**src/rtl/core/ttt_pkg.sv**
```systemverilog
// Shared types and constants for the timed tracking table.
// Used by every module of the block; depends on nothing.
`timescale 1ns / 1ps

package ttt_pkg;

    localparam int TABLE_DEPTH = 64;
    localparam int IDX_W       = $clog2(TABLE_DEPTH);
    localparam int KEY_W       = 56;
    localparam int WORD_W      = 32;
    localparam int CAT_W       = 2;
    localparam int CNT_W       = 7;
    localparam logic [WORD_W-1:0] STALE_RESET = 32'd280;

    localparam logic CMD_UPDATE   = 1'b0;
    localparam logic CMD_SNAPSHOT = 1'b1;

    typedef struct packed {
        logic              cmd;
        logic [KEY_W-1:0]  item_key;
        logic [CAT_W-1:0]  item_category;
        logic [WORD_W-1:0] coord_x;
        logic [WORD_W-1:0] coord_top;
        logic [WORD_W-1:0] coord_bottom;
        logic [WORD_W-1:0] time_now_ms;
        logic [CNT_W-1:0]  emit_limit;
    } t_in;

    typedef struct packed {
        logic              entry_valid;
        logic [WORD_W-1:0] out_x;
        logic [WORD_W-1:0] out_top;
        logic [WORD_W-1:0] out_lower;
        logic [CAT_W-1:0]  out_category;
        logic              last;
    } t_out;

    typedef struct packed {
        logic [KEY_W-1:0]  key;
        logic [WORD_W-1:0] seen;
        logic [WORD_W-1:0] x;
        logic [WORD_W-1:0] top;
        logic [WORD_W-1:0] bottom;
        logic [CAT_W-1:0]  cat;
    } t_slot;

    typedef struct packed {
        logic [KEY_W-1:0]  slot_key;
        logic [WORD_W-1:0] slot_time;
        logic [KEY_W-1:0]  item_key;
        logic [WORD_W-1:0] now;
        logic [WORD_W-1:0] limit;
        logic [WORD_W-1:0] ref_time;
    } t_cmp_req;

    typedef struct packed {
        logic match;
        logic empty;
        logic older;
        logic stale;
    } t_cmp_res;

    typedef enum logic [1:0] {
        S_IDLE,
        S_SCAN,
        S_WRITE,
        S_FIN
    } t_state;

endpackage

```
**src/rtl/core/ttt_cmp.sv**
```systemverilog
// Shared compare unit: key match, empty test, timestamp order and age check for one slot.
// Reused for every slot of a scan. Depends on ttt_pkg.
`timescale 1ns / 1ps

module ttt_cmp (
    input  ttt_pkg::t_cmp_req i_req,
    output ttt_pkg::t_cmp_res o_res
);
    import ttt_pkg::*;

    logic [WORD_W-1:0] age;

    always_comb begin
        age         = i_req.now - i_req.slot_time;
        o_res.match = (i_req.slot_key == i_req.item_key);
        o_res.empty = (i_req.slot_key == '0);
        o_res.older = (i_req.slot_time < i_req.ref_time);
        o_res.stale = (age > i_req.limit);
    end

endmodule

```
**config.mk**
```make
export PLATFORM = sky130hd
export DESIGN_NAME = ttt_cmp
export DESIGN_NICKNAME = d
export VERILOG_FILES = /design/src/rtl/core/ttt_pkg.sv /design/src/rtl/core/ttt_cmp.sv
export SDC_FILE = /design/constraint.sdc
export NUM_CORES = 1
export LEC_CHECK = 0
export ABC_AREA = 1
export ABC_CLOCK_PERIOD_IN_PS = 3300
export BUFFER_PORTS_ARGS = -buffer_cell sky130_fd_sc_hd__buf_2
export CAP_MARGIN = 20
export CORE_AREA = 2 2 143 145
export DETAILED_ROUTE_END_ITERATION = 12
export DIE_AREA = 0 0 145 147
export PLACE_DENSITY = 0.59
export SYNTH_ARGS = -nofsm -noshare
export SYNTH_HDL_FRONTEND = slang
export SYNTH_SLANG_ARGS = --single-unit
export TNS_END_PERCENT = 30
```
**constraint.sdc**
```tcl
create_clock -name vclk -period 3.3
set_input_delay 0.33 -clock vclk [all_inputs]
set_output_delay 0.33 -clock vclk [all_outputs]
set_load 0.02 [all_outputs]
```
==> results of run 1 <==
## per-stage QoR
| step | util (%) | hold slack [ps] | instances |
|---|---|---|---|
| 2_1_floorplan | - | 949 | 933 |
| 6_report | 34.6 | 1170 | 1457 |
| 4_1_cts | 32.8 | 1180 | 1453 |
| 3_3_place_gp | 32.8 | 1180 | 1453 |
| 5_1_grt | 34.6 | 1220 | 1456 |
| 3_5_place_dp | 32.8 | 1180 | 1453 |
## where the power goes
part	switching, mW	internal (mW)	total [mW]
clock network	0	0.000000121	0.000000122
logic	0.627	0.465	1.09
registers	0	0	0
total	0.627	0.465	1.09
## what timing repair did
action                                  in CTS  in global routing
hold buffers                                 0                  0
gates resized for setup                      0                 96
endpoints found under the setup margin       0                  1
setup buffers                                0                  1
## routing by layer
metal	global-route usage [%]	up-vias	wire, um
met1	17.9	2684	7290
met5	0	-	11
met2	36.0	175	10300
li1	-	3376	-
met3	1.61	28	797
met4	3.71	2	478
## Yosys cell counts, drive strengths merged
cell,number
ha,94
nor3b,1
nor3,15
nand3b,1
o21bai,2
xnor2,24
o22ai,4
a21o,3
nand3,35
nor2,72
xor2,30
and3b,1
nand2,318
o21ai,16
inv,234
o21a,2
fa,1
nor4,13
a21oi,50
nand4,13
and2,1
and3,3
## final cells by class
class	instances	area share [%]
antenna	3	0.109
tap	270	4.92
timing repair buffer	251	18.8
multi-input combinational	699	63.4
inverter	234	12.9
## worst max-delay path, cell delays in order
cell and delay, ps:
buf_2 100, inv_1 40, ha_2 370, nand2_1 70, nand2_1 90, nand2_1 60, nand2_1 80, inv_1 50
nand3_1 160, nand2_1 80, nand2_1 90, xor2_1 330, ha_1 320, nand2_1 70, nand2_1 40, nand2_1 50
nand2_1 50, nand2_1 50, a21oi_1 50, nor2_1 110, a21oi_2 70, buf_6 130
## cell families after synthesis
logic type | after synthesis | synth area share [%]
compound gates | 77 | 8.33
simple gates | 473 | 39.7
fa+ha+maj | 95 | 24.4
xor+xnor | 54 | 9.66
buf+inv | 234 | 17.9
## cells in the final DEF (no fill, tap or decap), drive strengths merged
cell type	n
nor3	15
o21ai	16
nor4	13
xor2	30
and3	3
and2	1
o21bai	2
inv	234
nand4	13
buf	251
o22ai	4
nand3b	1
ha	94
and3b	1
o21a	2
nor2	72
a21o	3
nand2	318
diode	3
a21oi	50
fa	1
xnor2	24
nor3b	1
nand3	35
## worst min path at each step
stage	end	from	slack (ps)	cells past startpoint
6_report	o_res[2]	i_req[236]	1170	6
5_1_grt	o_res[2]	i_req[236]	1220	6
4_1_cts	o_res[2]	i_req[236]	1180	6
3_5_place_dp	o_res[2]	i_req[236]	1180	6
3_3_place_gp	o_res[2]	i_req[236]	1180	6
2_1_floorplan	o_res[3]	i_req[202]	950	5
==> metrics.csv, run 1 <==
metric,value,unit
status,"complete, no violations",
netlist_instances,933,
routed_wl,18.9,mm
slew_viol_final,0,
drt_iter0_markers,157,
worstSetupEndpointType,primary output,
slew_headroom,53.0,%
grt_pass1_wl,29.5,mm
antenna_found_initial,4,
finalPower,1.09,mW
die_height,147,um
vias_per_cell,4.30,
startpoint_type,input port,
antenna_left,0,
maxCapViolations,0,
power_density,159,nW/um^2
yosys_warnings,0,
syn_area_per_cell,5.25,sq um
ir_drop,0.0371,mV
core_area,19800,sq um
layout_min_cycle_time,3140,ps
seqCellArea,0,sq um
rsz0062_at_grt,yes,
crit_arrival,2810,ps
tns,0,ps
endpoint,o_res[0],
io_buffers,244,
setup_viol,0,
place.gp.congestion,0.905,
first_global_vias,6241,
num_vias,6265,
grt_usage,17.0,%
die_w,145,um
nNetsFinal,1521,
start_util,24.7,%
path_class,input port to primary output,
hpwl,17.8,mm
rows,52,
multiInputGateArea,4350,sq um
fmax,319,MHz
syn_area,4900,sq um
flops_and_latches,0,
syn_nets,1268,
final_area,6870,sq um
first_pass_iters,5,
max_slew.worst_pin.slew,699,ps
post_dp_cell_area,6500,sq um
grt_start_max_net_pins,7,
worstPathRequired,2970,ps
crit_fanout,4,
synth_top_area_share,24.0,%
fillCellCount,2241,
hold_violations,0,
ys_seq_area_share,0,%
nClkBuffers,0,
post-route-period-util,95.1,%
p_leak,4.32,nW
ioPinCount,244,
synthTopCellsByArea,"ha_1 (24%), nand2_1 (24%), inv_1 (18%), nor2_1 (5.4%), xor2_1 (5.4%)",
layout-drive-gt1-share,28.3,%
post-place-ws,43.9,ps
synth_cell_types,24,
hold_class,input port to primary output,
synthToLayoutAreaGrowth,40.3,%
drc_errors,0,
die_area,21300,sq um
yosys.area.top_type,ha_1,
layout_setup_ws,161,ps
crit_start,i_req[158],
wire_per_inst,13.0,um
grt_overflow_total,0,
Power figures use the tool's default switching activity.
==> run 2: changes to the inputs <==
--- a/config.mk
+++ b/config.mk
@@ -9,11 +9,10 @@
 export ABC_CLOCK_PERIOD_IN_PS = 3300
 export BUFFER_PORTS_ARGS = -buffer_cell sky130_fd_sc_hd__buf_2
 export CAP_MARGIN = 20
-export CORE_AREA = 2 2 143 145
+export CORE_AREA = 5 5 125 174
 export DETAILED_ROUTE_END_ITERATION = 12
-export DIE_AREA = 0 0 145 147
-export PLACE_DENSITY = 0.59
+export DIE_AREA = 0 0 130 179
+export PLACE_DENSITY = 0.58
 export SYNTH_ARGS = -nofsm -noshare
 export SYNTH_HDL_FRONTEND = slang
 export SYNTH_SLANG_ARGS = --single-unit
-export TNS_END_PERCENT = 30
==> run 2 against run 1 <==
Non-clock buffer count grew 1. Clock-buffer cell count is the same. Sequential cell count unchanged. Via count grew 1.5%. Worst hold slack better by 33 ps. Critical endpoint unchanged. Largest power group unchanged. Highest routed layer unchanged.
==> metrics.csv, run 2 (synthesized netlist as in run 1, its figures left out) <==
metric,value,unit,change
vias_per_cell,4.42,,+2.8%
fillCellCount,2349,,+4.8%
ir_drop,0.0406,mV,+9.6%
routed_wl,21.2,mm,+12%
synthToLayoutAreaGrowth,41.2,%,
rsz0062_at_grt,yes,,
p_leak,4.33,nW,about the same
mostFrequentLayoutCell,nand2_1,,
timing.critical_path.buf_inv,5,,+1
cts_hold_buf,0,,unchanged
crit_arrival,2840,ps,+30 ps
path_class,input port to primary output,,
utilization,34.8,%,+0.22 points
max_slew.worst_pin.slew,808,ps,+109 ps
cp_cell_sequence,buf_6 -> inv_4 -> ha_4 -> inv_4 -> fa_2 -> nand3_2 -> nand3_2 -> nand3_2 -> nand3b_1 -> buf_4 -> xor2_1 -> ha_1 -> nand2_1 -> nor3_1 -> nand2_1 -> nand2_1 -> nand2_1 -> a21oi_1 -> buf_4,,
mostFrequentLayoutCells,"nand2_1 (293), buf_2 (242), inv_1 (232), ha_1 (68), nor2_1 (58)",,
fmax,315,MHz,-1.1%
io_buffers,244,,unchanged
drt_iter0_markers,153,,-2.5%
power_density,162,nW/um^2,+2.1%
multiInputGateArea,4420,sq um,+1.6%
cp_common_cell,nand2_1,,
seqCellArea,0,sq um,unchanged
post-route-period-util,96.2,%,+1.1 points
nClkBuffers,0,,unchanged
hold_violations,0,,unchanged
die_height,179,um,+22%
critPathMaxStageDelay,410,ps,+40 ps
wire_per_inst,14.7,um,+14%
grt_pass1_wl,30.4,mm,+3.0%
rows,61,,+17%
nNetsFinal,1522,,+0.066%
flops_and_latches,0,,unchanged
antenna_found_initial,3,,-1
grt_usage,17.0,%,-0.076 points
num_vias,6359,,+1.5%
place.gp.congestion,0.916,,+1.3%
hpwl,19.8,mm,+11%
finalPower,1.12,mW,+2.8%
status,"complete, no violations",,
maxCapViolations,0,,unchanged
crit_fanout,3,,-1
setup_viol,0,,unchanged
first_global_vias,6425,,+2.9%
worstPathRequired,2970,ps,about the same
grt_start_max_net_pins,7,,unchanged
drc_errors,0,,unchanged
grt_overflow_total,0,,unchanged
first_pass_iters,4,,-1
critPathSlowestCell,fa_2,,
die_area,23300,sq um,+9.2%
layout-drive-gt1-share,28.5,%,+0.23 points
antenna_left,0,,unchanged
worstSetupEndpointType,primary output,,
startpoint_type,input port,,
slew_viol_final,0,,unchanged
die_w,130,um,-10%
critPathTopFamily,adder cells,,
hold_class,input port to primary output,,
core_area,19800,sq um,unchanged
layout_min_cycle_time,3170,ps,+34.7 ps
slew_headroom,45.7,%,-7.4 points
ioPinCount,244,,unchanged
start_util,24.7,%,unchanged
run 2: cell count changes in the layout (fill, tap and decap cells not counted), moves of 3 or more:
| cell | before | now |
|---|---|---|
| ha_1 | 72 | 68 |
| ha_4 | 8 | 16 |
| a21oi_1 | 35 | 38 |
| nor2_1 | 61 | 58 |
| ha_2 | 14 | 10 |
| a21oi_2 | 15 | 12 |
| nor2_2 | 7 | 12 |
run 2: what timing repair did:
| item | 4_1_cts | 5_1_grt |
|---|---|---|
| cloned | 0 | 0 |
| endpoints found under the setup margin | 1 | 1 |
| gates resized for setup | 2 | 95 |
| pin swaps | 2 | 13 |
| setup buffers | 0 | 2 |
run 2: per-layer routing:
metal	global-route usage, %	vias up	part of all wire (%)
met4	9.97	6	7.4
met1	13.8	2666	31
met2	35.8	255	54
met5	0	-	0.10
met3	3.16	59	7.4
li1	-	3373	-
run 2: area by class of cell:
cell class | instances | share of cell area (%)
Inverter | 234 | 12.8
Tap cell | 252 | 4.56
Antenna cell | 1 | 0.0362
Multi-Input combinational cell | 699 | 64.0
Timing Repair Buffer | 252 | 18.7
run 2: final timing paths:
check,startpoint,end,slack (ps),cells after the start
max,i_req[64],o_res[0],130,19
min,i_req[239],o_res[2],1210,6
run 2: power by group:
part           switching [mW]  leakage [nW]  internal (mW)
clock network               0    0.00000634   0.0000000405
logic                   0.646          4.33          0.476
registers                   0             0              0
run 2: metrics by stage:
| stage | setup WS [ps] | hold WS, ps | setup TNS [ps] | cell area (sq um) | std cells |
|---|---|---|---|---|---|
| 3_3_place_gp | 20.5 | 1230 | 0 | 6480 | 1435 |
| 6_report | 127 | 1210 | 0 | 6920 | 1438 |
| 2_1_floorplan | 357 | 949 | 0 | 4900 | 933 |
| 4_1_cts | 16.5 | 1220 | 0 | 6480 | 1435 |
| 5_1_grt | -9.20 | 1260 | -9.20 | 6910 | 1437 |
| 3_5_place_dp | 1.13 | 1220 | 0 | 6480 | 1435 |
